==> config.mk <==
export PLATFORM = sky130hd
export DESIGN_NAME = deque_with_dedup_and_pair_swap
export DESIGN_NICKNAME = d
export VERILOG_FILES = /design/src/rtl/dqds_pkg.sv /design/src/rtl/dqds_ram.sv /design/src/rtl/deque_with_dedup_and_pair_swap.sv
export SDC_FILE = /design/constraint.sdc
export NUM_CORES = 1
export LEC_CHECK = 0
export ABC_AREA = 1
export BUFFER_PORTS_ARGS = -buffer_cell sky130_fd_sc_hd__buf_4
export CORE_MARGIN = 2
export CORE_UTILIZATION = 56
export DETAILED_ROUTE_END_ITERATION = 7
export PLACE_DENSITY_LB_ADDON = 0.3
export SLEW_MARGIN = 20
export SYNTH_ARGS = -nofsm -noshare
export SYNTH_HDL_FRONTEND = slang
export SYNTH_SLANG_ARGS = --single-unit
==> constraint.sdc <==
create_clock -name clock -period 4.85 [get_ports clock]
set_clock_uncertainty 0.1 [all_clocks]
set_input_delay 0.2425 -clock clock [delete_from_list [all_inputs] [get_ports clock]]
set_output_delay 0.2425 -clock clock [all_outputs]
set_load 0.01 [all_outputs]
==> src/rtl/dqds_pkg.sv <==
// Package for the deque with dedup and pair swap.
// Holds the transaction structs, operation and status codes and sizing constants.
package dqds_pkg;

   localparam int DEPTH_DEFAULT = 16;
   localparam int DATA_WIDTH_DEFAULT = 32;

   localparam logic [2:0] OP_PUSH_FRONT = 3'd0;
   localparam logic [2:0] OP_PUSH_BACK  = 3'd1;
   localparam logic [2:0] OP_POP_FRONT  = 3'd2;
   localparam logic [2:0] OP_POP_BACK   = 3'd3;
   localparam logic [2:0] OP_CLEAR      = 3'd4;
   localparam logic [2:0] OP_SWAP       = 3'd5;
   localparam logic [2:0] OP_DEDUP      = 3'd6;
   localparam logic [2:0] OP_UNUSED     = 3'd7;

   localparam logic [1:0] ST_OK        = 2'd0;
   localparam logic [1:0] ST_POP_EMPTY = 2'd1;
   localparam logic [1:0] ST_PUSH_FULL = 2'd2;

   typedef struct packed {
      logic [2:0]  op;
      logic [31:0] data_in;
   } req_type;

   typedef struct packed {
      logic [31:0] popped_value;
      logic [31:0] front_value;
      logic [4:0]  count;
      logic        is_empty;
      logic [1:0]  status;
   } rsp_type;

endpackage

==> src/rtl/dqds_ram.sv <==
// Generic single-port-write, single-port-read RAM with a registered read.
// No dependencies.
module dqds_ram #(
   parameter int WIDTH = 32,
   parameter int DEPTH = 16
) (
   input  logic                     clock,
   input  logic                     wr_en,
   input  logic [$clog2(DEPTH)-1:0] wr_addr,
   input  logic [WIDTH-1:0]         wr_data,
   input  logic [$clog2(DEPTH)-1:0] rd_addr,
   output logic [WIDTH-1:0]         rd_data
);
   logic [WIDTH-1:0] mem [DEPTH];
   logic [WIDTH-1:0] rd_data_ff;

   always_ff @(posedge clock) begin
      if (wr_en) begin
         mem[wr_addr] <= wr_data;
      end
      rd_data_ff <= mem[rd_addr];
   end

   assign rd_data = rd_data_ff;
endmodule

==> src/rtl/deque_with_dedup_and_pair_swap.sv <==
// Top level of the deque with dedup and pair swap.
// Depends on dqds_pkg and dqds_ram.
//
//   channel  direction  payload                     handshake
//   req_     in         dqds_pkg::req_type          req_valid / req_stall
//   rsp_     out        dqds_pkg::rsp_type          rsp_valid / rsp_stall
//
// One transaction is worked on at a time. A push, clear or unused code passes
// through S_FRONT and S_RESP before its result is loaded into the output
// register; a pop that finds entries passes through S_POPRD first, since the
// popped word comes from the entry store, whose read is registered, and the new
// front word must then be read again. The next request is taken in the idle state.
// Swap walks the occupied span a pair at a time through S_SWRDA, S_SWRDB,
// S_SWWR and S_SWWR2. Dedup compares each entry against the kept entries until
// it finds a match, one memory read a cycle. Every operation ends by reading
// the front word, which is what the result reports.
// Reset is synchronous and clears the front index, the count, the output
// register's valid flag and the control state; the entry store itself is
// not cleared. A stalled result waits in the output register while the next
// request is taken and worked on; that request's result then waits in the
// last state, and the input is stalled, until the output register frees.
module deque_with_dedup_and_pair_swap
   import dqds_pkg::*;
#(
   parameter int DEPTH = dqds_pkg::DEPTH_DEFAULT,
   parameter int DATA_WIDTH = dqds_pkg::DATA_WIDTH_DEFAULT
) (
   input  logic              clock,
   input  logic              reset,
   input  logic              req_valid,
   output logic              req_stall,
   input  dqds_pkg::req_type req_data,
   output logic              rsp_valid,
   input  logic              rsp_stall,
   output dqds_pkg::rsp_type rsp_data
);
   localparam int AW = $clog2(DEPTH);
   localparam int CW = $clog2(DEPTH + 1);

   // One-hot sequencer states.
   typedef enum logic [10:0] {
      S_IDLE    = 11'b00000000001,
      S_POPRD   = 11'b00000000010,  // popped word read in flight
      S_SWRDA   = 11'b00000000100,  // swap: read first of pair
      S_SWRDB   = 11'b00000001000,  // swap: read second of pair
      S_SWWR    = 11'b00000010000,  // swap: write both back
      S_DDRDV   = 11'b00000100000,  // dedup: read candidate
      S_DDRDK   = 11'b00001000000,  // dedup: read kept entry
      S_DDCMP   = 11'b00010000000,  // dedup: compare
      S_FRONT   = 11'b00100000000,  // front word read in flight
      S_RESP    = 11'b01000000000,  // result waiting for the output register
      S_SWWR2   = 11'b10000000000   // swap: second write
   } state_type;

   state_type state_ff, state_in;
   logic [AW-1:0] front_ff, front_in;
   logic [CW-1:0] count_ff, count_in;
   logic [CW-1:0] k_ff, k_in;        // walk position
   logic [CW-1:0] j_ff, j_in;        // kept-entry scan position
   logic [CW-1:0] n_ff, n_in;        // dedup kept count
   logic [DATA_WIDTH-1:0] va_ff, va_in;
   logic [31:0] popped_ff, popped_in;
   logic [1:0]  status_ff, status_in;
   rsp_type     rsp_ff, rsp_in;
   logic        rsp_valid_ff, rsp_valid_in;

   logic                  wr_en;
   logic [AW-1:0]         wr_addr, rd_addr;
   logic [DATA_WIDTH-1:0] wr_data, rd_data;

   dqds_ram #(.WIDTH(DATA_WIDTH), .DEPTH(DEPTH)) u_store (
      .clock  (clock),
      .wr_en  (wr_en),
      .wr_addr(wr_addr),
      .wr_data(wr_data),
      .rd_addr(rd_addr),
      .rd_data(rd_data)
   );

   // Ring position of an offset from the front; offsets stay below DEPTH.
   function automatic logic [AW-1:0] ring(input logic [AW-1:0] f, input logic [CW-1:0] o);
      logic [AW:0] s;
      s = {1'b0, f} + (AW+1)'(o);
      if (s >= (AW+1)'(DEPTH)) begin
         s = s - (AW+1)'(DEPTH);
      end
      return s[AW-1:0];
   endfunction

   logic [DATA_WIDTH-1:0] din;
   logic [AW-1:0] front_dec;
   assign din = DATA_WIDTH'(req_data.data_in);
   assign front_dec = (front_ff == '0) ? AW'(DEPTH - 1) : front_ff - AW'(1);

   function automatic logic [31:0] to32(input logic [DATA_WIDTH-1:0] v);
      logic [63:0] w;
      w = 64'(v);
      return w[31:0];
   endfunction

   always_comb begin
      state_in = state_ff;
      front_in = front_ff;
      count_in = count_ff;
      k_in = k_ff;
      j_in = j_ff;
      n_in = n_ff;
      va_in = va_ff;
      popped_in = popped_ff;
      status_in = status_ff;
      rsp_in = rsp_ff;
      rsp_valid_in = rsp_valid_ff && rsp_stall;
      wr_en = 1'b0;
      wr_addr = '0;
      wr_data = din;
      rd_addr = front_ff;
      case (state_ff)
         S_IDLE: begin
            if (req_valid) begin
               popped_in = '0;
               status_in = ST_OK;
               state_in = S_FRONT;
               case (req_data.op)
                  OP_PUSH_FRONT: begin
                     if (count_ff == CW'(DEPTH)) begin
                        status_in = ST_PUSH_FULL;
                     end else begin
                        wr_en = 1'b1;
                        wr_addr = front_dec;
                        front_in = front_dec;
                        count_in = count_ff + CW'(1);
                     end
                  end
                  OP_PUSH_BACK: begin
                     if (count_ff == CW'(DEPTH)) begin
                        status_in = ST_PUSH_FULL;
                     end else begin
                        wr_en = 1'b1;
                        wr_addr = ring(front_ff, count_ff);
                        count_in = count_ff + CW'(1);
                     end
                  end
                  OP_POP_FRONT: begin
                     if (count_ff == '0) begin
                        status_in = ST_POP_EMPTY;
                     end else begin
                        rd_addr = front_ff;
                        front_in = ring(front_ff, CW'(1));
                        count_in = count_ff - CW'(1);
                        state_in = S_POPRD;
                     end
                  end
                  OP_POP_BACK: begin
                     if (count_ff == '0) begin
                        status_in = ST_POP_EMPTY;
                     end else begin
                        rd_addr = ring(front_ff, count_ff - CW'(1));
                        count_in = count_ff - CW'(1);
                        state_in = S_POPRD;
                     end
                  end
                  OP_CLEAR: begin
                     count_in = '0;
                     front_in = '0;
                  end
                  OP_SWAP: begin
                     k_in = '0;
                     state_in = S_SWRDA;
                  end
                  OP_DEDUP: begin
                     k_in = '0;
                     n_in = '0;
                     state_in = S_DDRDV;
                  end
                  default: begin
                  end
               endcase
            end
         end
         S_POPRD: begin
            popped_in = to32(rd_data);
            state_in = S_FRONT;
         end
         S_SWRDA: begin
            if ({1'b0, k_ff} + (CW+1)'(1) >= {1'b0, count_ff}) begin
               state_in = S_FRONT;
            end else begin
               rd_addr = ring(front_ff, k_ff);
               state_in = S_SWRDB;
            end
         end
         S_SWRDB: begin
            va_in = rd_data;
            rd_addr = ring(front_ff, k_ff + CW'(1));
            state_in = S_SWWR;
         end
         S_SWWR: begin
            wr_en = 1'b1;
            wr_addr = ring(front_ff, k_ff);
            wr_data = rd_data;
            state_in = S_SWWR2;
         end
         S_SWWR2: begin
            wr_en = 1'b1;
            wr_addr = ring(front_ff, k_ff + CW'(1));
            wr_data = va_ff;
            k_in = k_ff + CW'(2);
            state_in = S_SWRDA;
         end
         S_DDRDV: begin
            if (k_ff == count_ff) begin
               count_in = n_ff;
               state_in = S_FRONT;
            end else begin
               rd_addr = ring(front_ff, k_ff);
               j_in = '0;
               state_in = S_DDRDK;
            end
         end
         S_DDRDK: begin
            // First pass latches the candidate; later passes compare.
            if (j_ff == '0) begin
               va_in = rd_data;
            end
            if (j_ff == n_ff) begin
               // Not seen: keep it at the next kept slot.
               wr_en = 1'b1;
               wr_addr = ring(front_ff, n_ff);
               wr_data = (j_ff == '0) ? rd_data : va_ff;
               n_in = n_ff + CW'(1);
               k_in = k_ff + CW'(1);
               state_in = S_DDRDV;
            end else begin
               rd_addr = ring(front_ff, j_ff);
               state_in = S_DDCMP;
            end
         end
         S_DDCMP: begin
            if (rd_data == va_ff) begin
               k_in = k_ff + CW'(1);
               state_in = S_DDRDV;
            end else begin
               j_in = j_ff + CW'(1);
               if (j_ff + CW'(1) == n_ff) begin
                  wr_en = 1'b1;
                  wr_addr = ring(front_ff, n_ff);
                  wr_data = va_ff;
                  n_in = n_ff + CW'(1);
                  k_in = k_ff + CW'(1);
                  state_in = S_DDRDV;
               end else begin
                  rd_addr = ring(front_ff, j_ff + CW'(1));
               end
            end
         end
         S_FRONT: begin
            // Address front_ff was presented last cycle for most paths; read again here.
            rd_addr = front_ff;
            state_in = S_RESP;
         end
         S_RESP: begin
            // The result moves to the output register once that register is
            // empty or its transaction is taken at this edge.
            rd_addr = front_ff;
            if (!rsp_valid_ff || !rsp_stall) begin
               rsp_valid_in = 1'b1;
               rsp_in.popped_value = popped_ff;
               rsp_in.front_value = (count_ff == '0) ? 32'd0 : to32(rd_data);
               rsp_in.count = 5'(count_ff);
               rsp_in.is_empty = (count_ff == '0);
               rsp_in.status = status_ff;
               state_in = S_IDLE;
            end
         end
         default: begin
            state_in = S_IDLE;
         end
      endcase
   end

   // rd_data in S_RESP is the front word read in S_FRONT; it is held since
   // the address does not change and no write occurs while waiting.
   always_ff @(posedge clock) begin
      if (reset) begin
         state_ff <= S_IDLE;
         front_ff <= '0;
         count_ff <= '0;
         rsp_valid_ff <= 1'b0;
      end else begin
         state_ff <= state_in;
         front_ff <= front_in;
         count_ff <= count_in;
         rsp_valid_ff <= rsp_valid_in;
      end
      k_ff <= k_in;
      j_ff <= j_in;
      n_ff <= n_in;
      va_ff <= va_in;
      popped_ff <= popped_in;
      status_ff <= status_in;
      rsp_ff <= rsp_in;
   end

   assign req_stall = (state_ff != S_IDLE);
   assign rsp_valid = rsp_valid_ff;
   assign rsp_data = rsp_ff;
endmodule

### Yosys cells after proc, flatten, opt, wreduce, memory -nomap -nowiden

Memory sizes are Yosys's and may differ from the RTL's. A register that Yosys moved wholly into a read port is not among the register bits.
Cells that the tools add are included.

| word-level totals | value |
|---|---|
| output and inout port bits | 74 |
| ROM bits | 0 |
| memory bits (writable) | 512 |
| register bits | 174 |
| input port bits | 39 |
| logic and storage cells | 197 |
| latch bits | 0 |
| memories kept | 1 |

Memory list:

| name | words | bits a word | read ports | clocked after Yosys merged registers in | wr ports | RTL line | source |
|---|---|---|---|---|---|---|---|
| u_store.mem | 16 | 32 | 1 | 1 | 1 | dqds_ram.sv:14 | `logic [WIDTH-1:0] mem [DEPTH];` |

| operators by class | value |
|---|---|
| bitwise gates (word level) | 0 |
| eq/ne operators | 38 |
| magnitude comparators | 9 |
| div/mod/pow operators | 0 |
| add/sub/neg operators | 24 |
| muxes and demuxes | 82 |
| $mul | 0 |
| reduce and logical (&&, ||, !) cells | 28 |
| shifts and indexed selects | 0 |

Operator list:

| operator | number |
|---|---|
| 32-bit two-way mux | 5 |
| 32-bit one-hot mux with 2 select lines | 2 |
| 32-bit one-hot mux with 4 select lines | 1 |
| 11-bit one-hot mux with 11 select lines | 1 |
| 4-bit two-way mux | 25 |
| 5-bit two-way mux | 16 |
| 11-bit two-way mux | 4 |
| 5-bit greater-or-equal comparator (second input constant) | 8 |
| 4-bit by 1-bit subtractor with 4-bit output (second input constant) | 9 |
| 4-bit by 5-bit adder with 5-bit output | 7 |
| 32-bit == test | 1 |
| 5-bit one-hot mux with 3 select lines | 2 |
| 9-bit two-way mux | 3 |
| 9-bit one-hot mux with 3 select lines | 1 |
| 4-bit one-hot mux with 6 select lines | 1 |
| 5-bit by 1-bit adder with 5-bit output (second input constant) | 4 |
| 2-bit != test (second input constant) | 10 |
| 4-bit one-hot mux with 5 select lines | 1 |
| 5-bit one-hot mux with 2 select lines | 2 |
| 5-bit one-hot mux with 4 select lines | 1 |
| 5-bit == test | 3 |
| 4-bit one-hot mux with 3 select lines | 1 |
| 6-bit AND reduction | 2 |
| 11-bit by 1-bit == test with 1-bit output (second input constant) | 1 |
| 42 further kinds | 70 |

### Logic depth before layout (Yosys ltp)

Gate-level depths: netlist of the first run.

| logic depth | value |
|---|---|
| word-level depth | 8 |
| depth in mapped cells | 22 |
| depth with buffers taken out | 20 |

### By module

From an unflattened synthesis of the first run, not the netlist that was laid out.

| second synthesis, totals | value |
|---|---|
| cells, all modules | 3348 |
| area total of the unflattened synthesis | 33335.7 um^2 |

By module, submodules not included:

| module | cells each | area an instance (um^2) | seq. area each (um^2) | instances |
|---|---|---|---|---|
| dqds_ram | 2120 | 22744.3 | 16015.4 | 1 |
| deque_with_dedup_and_pair_swap | 1228 | 10591.4 | 5014.8 | 1 |

### Worst setup path after synthesis of the first run

No wires, ideal clock.

| timing path | value |
|---|---|
| path type | register to register |
| start point | register state_ff[0] |
| end point | register rsp_ff, in the netlist rsp_data[0] (enable) |
| stages on the path, launching flop included | 8 |
| setup slack | 184 ps |
| buffers on the path | 0 |
| library setup time | 502 ps |
| arrival time | 4063 ps |
| clock period less this slack | 4666 ps |
| data required time | 4248 ps |
| cells stage by stage | dfxtp_1 > nor2_1 > nand2_1 > nor2_1 > inv_1 > nor4_1 > inv_1 > nor2_1 |

| between the ends | value |
|---|---|
| word-level cells in the longest chain between the ends | 2 |

Ends and longest elaborated chain:

| item | RTL line | source |
|---|---|---|
| start, declared | deque_with_dedup_and_pair_swap.sv:55 | `state_type state_ff, state_in;` |
| start signal, assigned | deque_with_dedup_and_pair_swap.sv:290 | `state_ff <= state_in;` |
| 11-bit by 10-bit == test with 1-bit output | deque_with_dedup_and_pair_swap.sv:117 | `case (state_ff)` |
| 2-bit AND reduction (no source line) | -- |  |
| end signal, assigned | deque_with_dedup_and_pair_swap.sv:301 | `rsp_ff <= rsp_in;` |
| end, declared | deque_with_dedup_and_pair_swap.sv:64 | `rsp_type rsp_ff, rsp_in;` |

No other way between the ends.
A chain may end at the register's enable or synchronous reset.

### Final worst setup path of the first run

| timing path | value |
|---|---|
| start point | register k_ff[2] |
| end point | register u_store.rd_data_ff[8], in the netlist u_store.rd_data[8] (read register of u_store.mem) |

| between the ends | value |
|---|---|
| word-level cells in the longest chain between the ends | 5 |
| elaborated cells between the ends (all ways) | 15 |
| classes of those cells | 6 x add/sub; 3 x order compare; 1 x eq/ne; 5 x mux |

Ends and longest elaborated chain:

| item | RTL line | source |
|---|---|---|
| start, declared | deque_with_dedup_and_pair_swap.sv:58 | `logic [CW-1:0] k_ff, k_in;` |
| start signal, assigned | deque_with_dedup_and_pair_swap.sv:295 | `k_ff <= k_in;` |
| 5-bit by 1-bit adder with 5-bit output or 4-bit by 5-bit adder with 5-bit output (tied branches) | deque_with_dedup_and_pair_swap.sv:194, deque_with_dedup_and_pair_swap.sv:83 |  |
| 4-bit by 5-bit adder with 5-bit output (tied with other cells) | deque_with_dedup_and_pair_swap.sv:83 | `s = {1'b0, f} + (AW+1)'(o);` |
| 4-bit by 1-bit subtractor with 4-bit output (tied with other cells) | deque_with_dedup_and_pair_swap.sv:85 | `s = s - (AW+1)'(DEPTH);` |
| 4-bit two-way mux (on tied branches) | deque_with_dedup_and_pair_swap.sv:84, deque_with_dedup_and_pair_swap.sv:185, deque_with_dedup_and_pair_swap.sv:211 |  |
| 4-bit one-hot mux with 6 select lines * | deque_with_dedup_and_pair_swap.sv:117 |  |
| end, declared | dqds_ram.sv:15 | `logic [WIDTH-1:0] rd_data_ff;` |

Mark *: on every way between the ends. The rest lies on a longest branch, timed or not.

==> results of run 1 <==
==> worst min path at each step <==
stage / from / endpoint / slack (ns) / depth (start not counted)
after floorplan: status_ff[0]$_DFFE_PP_ / rsp_data[0]$_DFFE_PP_ / 0.30 / 0
after global placement: popped_ff[8]$_SDFFCE_PN0P_ / rsp_data[48]$_DFFE_PP_ / 0.30 / 0
after detailed placement: popped_ff[3]$_SDFFCE_PN0P_ / rsp_data[43]$_DFFE_PP_ / 0.31 / 0
after CTS: req_data[33] / state_ff[1]$_SDFFE_PP0P_ / 0.03 / 5
after global routing: req_data[33] / state_ff[1]$_SDFFE_PP0P_ / 0.07 / 5
final: req_data[33] / state_ff[1]$_SDFFE_PP0P_ / 0.05 / 5
==> kinds of logic after synthesis <==
family	after synthesis	share of synthesized area
XOR/XNOR	55	0.01473
buffers and inverters	545	0.07249
flip-flops	718	0.6333
AO/OA/AOI/OAI	201	0.03869
adder cells (fa/ha/maj)	42	0.01741
AND/OR/NAND/NOR	1665	0.2234
==> per-stage QoR <==
stage          setup slack [ns]  instance area, sq um  std cells    util  hold WS, ns
2_1_floorplan            0.1842                 33210       3226       -       0.3003
3_3_place_gp             0.7093                 34830       4013  0.5924       0.3016
3_5_place_dp             0.5127                 34850       4013  0.5927       0.3054
4_1_cts                  0.4829                 37340       4150  0.6351      0.02526
5_1_grt                  0.1735                 37420       4154  0.6364      0.07384
6_report                 0.5301                 37420       4154  0.6364      0.05191
==> sequential cells by signal, indices dropped and copies added, names as in the netlist <==
register	count
state_ff	11
rsp_valid	1
status_ff	2
u_store.rd_data	32
va_ff	32
j_ff	5
count_ff	5
rsp_data	72
k_ff	5
front_ff	4
n_ff	5
popped_ff	32
u_store.mem	512
==> cell type report <==
class,instances,area share
Clock buffer,88,0.05166
Inverter,376,0.03778
Multi-Input combinational cell,1963,0.2665
Tap cell,773,0.02585
Timing Repair Buffer,193,0.04293
Clock inverter,43,0.01331
Sequential cell,718,0.5620
==> repair_timing <==
item,4_1_cts,5_1_grt
hold buffers,6,0
hold endpoints to repair,20,0
setup buffers,0,0
==> power by group through the flow <==
stage	sequential (W)	clock, W	combinational, W
2_1_floorplan	0.00795	0	0.00412
3_3_place_gp	0.00811	0	0.00568
3_5_place_dp	0.00815	0	0.00575
4_1_cts	0.00802	0.00576	0.00581
5_1_grt	0.00808	0.00600	0.00652
6_report	0.00805	0.00571	0.00592
==> critical path, stage by stage (launching register included) <==
cell and delay [ns]:
edfxtp_1 0.50, ha_1 0.26, nand2_1 0.11, nand2_1 0.06
o21ai_0 0.11, inv_1 0.07, ha_1 0.30, nand2_1 0.08
nor3_1 0.15, nand3_1 0.11, nand4_1 0.19, a21oi_1 0.13
nor2_4 0.22, buf_12 0.34, buf_16 0.55, nand3_1 0.19
nand3_1 0.14, nand3_1 0.08, nand3_1 0.10, nand2_1 0.18
==> cell usage in the layout (no fill, tap or decap), drive strengths merged, types with 5 or more instances in the layout <==
cell type	count
o21ai	61
nand4	9
edfxtp	665
o21bai	19
ha	35
clkinv	30
nor3	16
nand2	823
dfxtp	53
clkbuf	89
a22oi	16
nor4	5
or2	7
a21oi	42
xnor2	35
a211oi	16
bufinv	9
o211ai	8
xor2	20
fa	7
buf	186
dlygate4sd3	6
nand3	559
nand3b	66
nor2	176
o2111ai	15
o22ai	7
inv	377
==> metal layers <==
metal  vias up  wire length [um]
li1      11120                 -
met1     11500             34650
met2      1482             39590
met3       221              9714
met4         0              3459
met5         -                 0
==> impl_results.md, run 1 <==
* Clock sink count at 718
* Synth top cells by count: 817 x nand2_1, 665 x edfxtp_1, 556 x nand3_1
* Die area at a little over 60000 sq um
* Logic pwr share at 0.301
* Worst Setup EP: u_store.rd_data[8]$_DFF_P_
* Worst setup EP type: flop
* Crit start category: flop
* Tot GR Track Use at 0.2853
* Register share of total power at 0.409
* Final WL at 87420 um
* Mapped Area at approximately 33000 sq um
* Tmin final at between 4 and 5 ns
* Static leakage at 15.28 nW
* Ranking of synthesized cells by area: edfxtp_1 60%, nand2_1 9.2%, nand3_1 8.4%, inv_1 4.1%, dfxtp_1 3.2%
* # IOs at 113
* Iter 0 DRT Violations at roughly 2800
* Worst R2R End: u_store.rd_data[8]$_DFF_P_
* Antenna Nets Post-Route at 0
* YS warnings at 0
* Gr busiest metal: met2
* Worst-Skew Late Latency at approximately 0.63 ns
* Routed len/inst at between 20 and 25 um
* RD Place Congestion at ~0.96
* DR pass1 iterations at 6
* Post-synthesis register bit count at approximately 700
* Ys flop type: edfxtp_1
* Clock network power share at 0.290
* Pwr dens at roughly 530 nW/um^2
* CTS root buf: clkbuf_16
* Initial antenna violation count at 0
* Worst EP required at roughly 5.2 ns
* Die extent in y at around 250 um
* First-pass GRT wire length at between 100000 and 150000 um
* Port Buf Inserts at around 110
* Fin. max-slew vios at 0
* Final hold viol count at 0
* Reg clk slew, reported paths at roughly 0.06 ns
* FF+latch area at approximately 21000 sq um
* Rows at a little under 90
* Largest net degree at the start of global routing at approximately 260
* Share of the synthesized area in the top cell type at 0.6013
* Starting density of the core at 0.5648
* Cells after Synth at between 3000 and 4000
* Final setup viols at 0
* Vias at 24320
* Die X at between 200 and 250 um
* WP data arrival at around 4.7 ns
* Period utilisation layout at 0.8907
* Post-synth ARST share at 0
* Slew at the pin closest to its max-slew limit at 1.072 ns
* MaxCap Viol Count at 0
* Reg2Reg Depth at 19
* Total Nets Final at 3405
* Min-delay worst type: in2reg
* Clock Path Buffers at 3
* Post-CTS sizing at 0
* CP max FO at 183
* Worst r2r src: k_ff[2]$_DFFE_PP_
* Total negative slack at 0 ns
* Post-detail-place hpwl at between 50000 and 60000 um
* Synth-to-layout area growth at 12.68%
* Core ar. at about 59000 sq um
* Maximum vdd drop at 0.4209 mV
* Fmax at 0.2315 GHz
* Unrepaired setup endpoints after global routing: false
* Filler cell count at 4410
* CP Class: reg2reg
* GR Util met2 at 0.4383
* Multi-input gate area at roughly 10000 sq um
* Htree depth at 3
* Top-count cell post-synth: nand2_1
* Outcome: complete, no violations
* Relative slew slack at 0.2811
* CP Launch Point: k_ff[2]$_DFFE_PP_
* Total CTS buffers at 72
* Switch share at 0.3556
* Remaining Overflow, GRT at 0
* Net switching power figure at 0.006997 W
* DRC at 0
* Internal power at between 0.01 and 0.015 W
* N_diodes at 0
* Sequential share of the synthesized area at 0.6333
* GR Layer Usage met1 at 0.4051
* Vias in the first global route at between 20000 and 25000
* Post-synth EDFFs at 665
* Worst R2R Setup Slack at roughly 0.53 ns
* Avg Cell Area, Syn at about 10 sq um
* Largest area contributor in the netlist: edfxtp_1
* Via-per-instance ratio at 5.855
* Met3 usage at 0.04293
* Mapped Nets at between 3000 and 4000
* Final Power at approximately 0.020 W
* CTS tree: done
* Synth cell types at 58
* Layout cells sized above 1 at 0.1085
Note: power is estimated with default switching activity, not from simulation.
==> run 2: changes to the inputs <==
--- a/config.mk
+++ b/config.mk
@@ -6,9 +6,10 @@
 export NUM_CORES = 1
 export LEC_CHECK = 0
 export ABC_AREA = 1
+export ABC_CLOCK_PERIOD_IN_PS = 4850
 export BUFFER_PORTS_ARGS = -buffer_cell sky130_fd_sc_hd__buf_4
 export CORE_MARGIN = 2
-export CORE_UTILIZATION = 56
+export CORE_UTILIZATION = 40
 export DETAILED_ROUTE_END_ITERATION = 7
 export PLACE_DENSITY_LB_ADDON = 0.3
 export SLEW_MARGIN = 20
==> impl_results.md, run 2 (synthesis gave the netlist of run 1 again) <==
* MaxCap Viol Count at 0 (unchanged)
* Reg2Reg Depth at 20 (+1)
* RD Place Congestion at 0.9441 (-1.6%)
* Antenna Nets Post-Route at 0 (unchanged)
* Clock Path Buffers at 3 (unchanged)
* Remaining Overflow, GRT at 0 (unchanged)
* CP max FO at 21 (-89%)
* Final WL at 89830 um (+2.8%)
* Maximum vdd drop at 0.3438 mV (-18%)
* Worst-Skew Late Latency at 0.63 ns (about the same)
* Crit start category: flop
* Synth-to-layout area growth at 14.67%
* Post-route insts no fill at 4473 (+7.7%)
* Most frequent cells in the layout: 815 x nand2_1, 665 x edfxtp_1, 555 x nand3_1
* CP Class: reg2reg
* Total Nets Final at 3425 (+0.59%)
* Min-delay worst type: in2reg
* WP data arrival at 4.53 ns (-0.15 ns)
* DRC at 0 (unchanged)
* Final setup viols at 0 (unchanged)
* Critical path's top delay family: simple AND/OR/NAND/NOR gates
* Hold path depth at 4 (-1)
* Die X at 292.1 um (+18%)
* Post-detail-place hpwl at 54420 um (+3.5%)
* Iter 0 DRT Violations at 2399 (-14%)
* Most common cell after layout, fill and taps aside: nand2_1
* Most flops, register: u_store.mem
* Outcome: complete, no violations
* Worst path max stage delay at 0.54 ns (about the same)
* Fmax at 0.2444 GHz (+5.6%)
* Layout cells sized above 1 at 0.1105 (+0.001943)
* Worst R2R Setup Slack at 0.76 ns (+0.23 ns)
* CP most frequent cell: nand2_1
* Port Buf Inserts at 112 (unchanged)
* Tot GR Track Use at 0.2090 (-0.07632)
* Routed len/inst at 20.08 um (-4.6%)
* Die extent in y at 292.1 um (+18%)
* Relative slew slack at 0.2921 (+0.01098)
* Core ar. at 82110 sq um (+40%)
* CP max-delay cell: nor2_4
* Pwr dens at 521.8 nW/um^2 (-0.75%)
* Min-delay src: req_data[10]
* Die area at 85340 sq um (+39%)
* Worst R2R End: u_store.rd_data[31]$_DFF_P_
* Hold Path End: u_store.mem[3][10]$_DFFE_PP_
* N_diodes at 0 (unchanged)
* Final Util at 0.4638 (-0.1727)
* Htree depth at 3 (unchanged)
* Rows at 105 (+18%)
* Worst r2r src: k_ff[1]$_DFFE_PP_
* Dpl cells at 4330 (+7.9%)
* First-pass GRT wire length at 137000 um (+3.1%)
* Fin. max-slew vios at 0 (unchanged)
* Static leakage at 15.41 nW (+0.85%)
* Total CTS buffers at 73 (+1.4%)
* Vias at 23510 (-3.3%)
* CTS tree: done
* Total negative slack at 0 ns (unchanged)
* Starting density of the core at 0.4044 (-0.1604)
* Vias in the first global route at 22220 (-3.6%)
* Worst-path cell chain: ha_1 > nand2_1 > nand2_1 > o21ai_0 > inv_1 > ha_1 > nand2_1 > nor3_1 > nand3_1 > nand4_1 > nand2_1 > a21oi_1 > nand2_1 > nor2_4 > buf_12 > buf_4 > nand3_1 > nand3_1 > nand3_1 > nand2_1
* Initial antenna violation count at 1 (+1)
* Max reg flops at 512 (unchanged)
* Period utilisation layout at 0.8435 (-0.04718)
* Unrepaired setup endpoints after global routing: false
* Clock sink count at 718 (unchanged)
* DR pass1 iterations at 6 (unchanged)
* Reg clk slew, reported paths at 0.07 ns (about the same)
* Worst setup EP type: flop
* Largest net degree at the start of global routing at 159 (-38%)
* Slew at the pin closest to its max-slew limit at 1.059 ns (-0.01305 ns)
* Worst EP required at 5.29 ns (+0.08 ns)
* Buf/Inv on CP at 3 (unchanged)
* # IOs at 113 (unchanged)
* Final hold viol count at 0 (unchanged)
* Tmin final at 4.091 ns (-0.2288 ns)
* CTS root buf: clkbuf_16
* Via-per-instance ratio at 5.255 (-10%)
run 2: area by class of cell:
cell class                 instances  area, sq um
timing repair buffer             212         1877
inverter                         376         1414
multi-input combinational       1963         9956
clock inverter                    39        483.0
fill                            7445        44030
tap                             1070         1339
clock buffer                      95         1982
sequential                       718        21030
run 2: repair_timing:
item | CTS | global route
setup buffers | 0 | 0
endpoints found under the hold margin | 20 | 0
hold buffers | 9 | 0
resized for setup | 0 | 0
run 2: worst reg2reg max path: cells and delay by family (launching register included):
| kind | cells | cell delay [ns] |
|---|---|---|
| flops | 1 | 0.48 |
| compound gates | 2 | 0.38 |
| simple gates | 13 | 1.93 |
| buf+inv | 3 | 0.53 |
| fa+ha+maj | 2 | 0.57 |
run 2: through the flow:
step / instance area, sq um / total power (W) / setup WS [ns] / hold WS (ns)
floorplan: 33210 / 0.01207 / 0.1842 / 0.3003
global placement: 35520 / 0.01407 / 0.8738 / 0.3013
detailed placement: 35520 / 0.01411 / 0.7943 / 0.3045
CTS: 38070 / 0.01993 / 0.7542 / 0.04893
global route: 38080 / 0.02088 / 0.4363 / 0.1016
finish: 38080 / 0.01987 / 0.7589 / 0.08771
run 2: power breakdown:
part | internal, W | total [W] | switching (W)
clock | 0.00344 | 0.00583 | 0.00239
sequential | 0.00753 | 0.00806 | 0.000528
combinational | 0.00188 | 0.00599 | 0.00411
total | 0.0128 | 0.0199 | 0.00702
run 2: how the worst max path moves through the flow:
stage	end	startpoint	slack [ns]	cells after the start
after floorplan	rsp_data[0]$_DFFE_PP_	state_ff[0]$_SDFFE_PP1P_	0.18	7
after global routing	u_store.rd_data[15]$_DFF_P_	k_ff[2]$_DFFE_PP_	0.44	19
final	u_store.rd_data[31]$_DFF_P_	k_ff[1]$_DFFE_PP_	0.76	20
after detailed placement	u_store.rd_data[31]$_DFF_P_	k_ff[1]$_DFFE_PP_	0.79	20
after CTS	u_store.rd_data[31]$_DFF_P_	k_ff[2]$_DFFE_PP_	0.75	20
after global placement	u_store.rd_data[31]$_DFF_P_	k_ff[2]$_DFFE_PP_	0.87	20
run 2: metal layers:
layer  vias to the layer above  global-route usage  share of wire
met5                         -                   0              0
met4                         0             0.06613          0.026
met3                       134             0.02725          0.069
met2                       909              0.3380           0.46
met1                     11290              0.2928           0.44
li1                      11180                   -              -
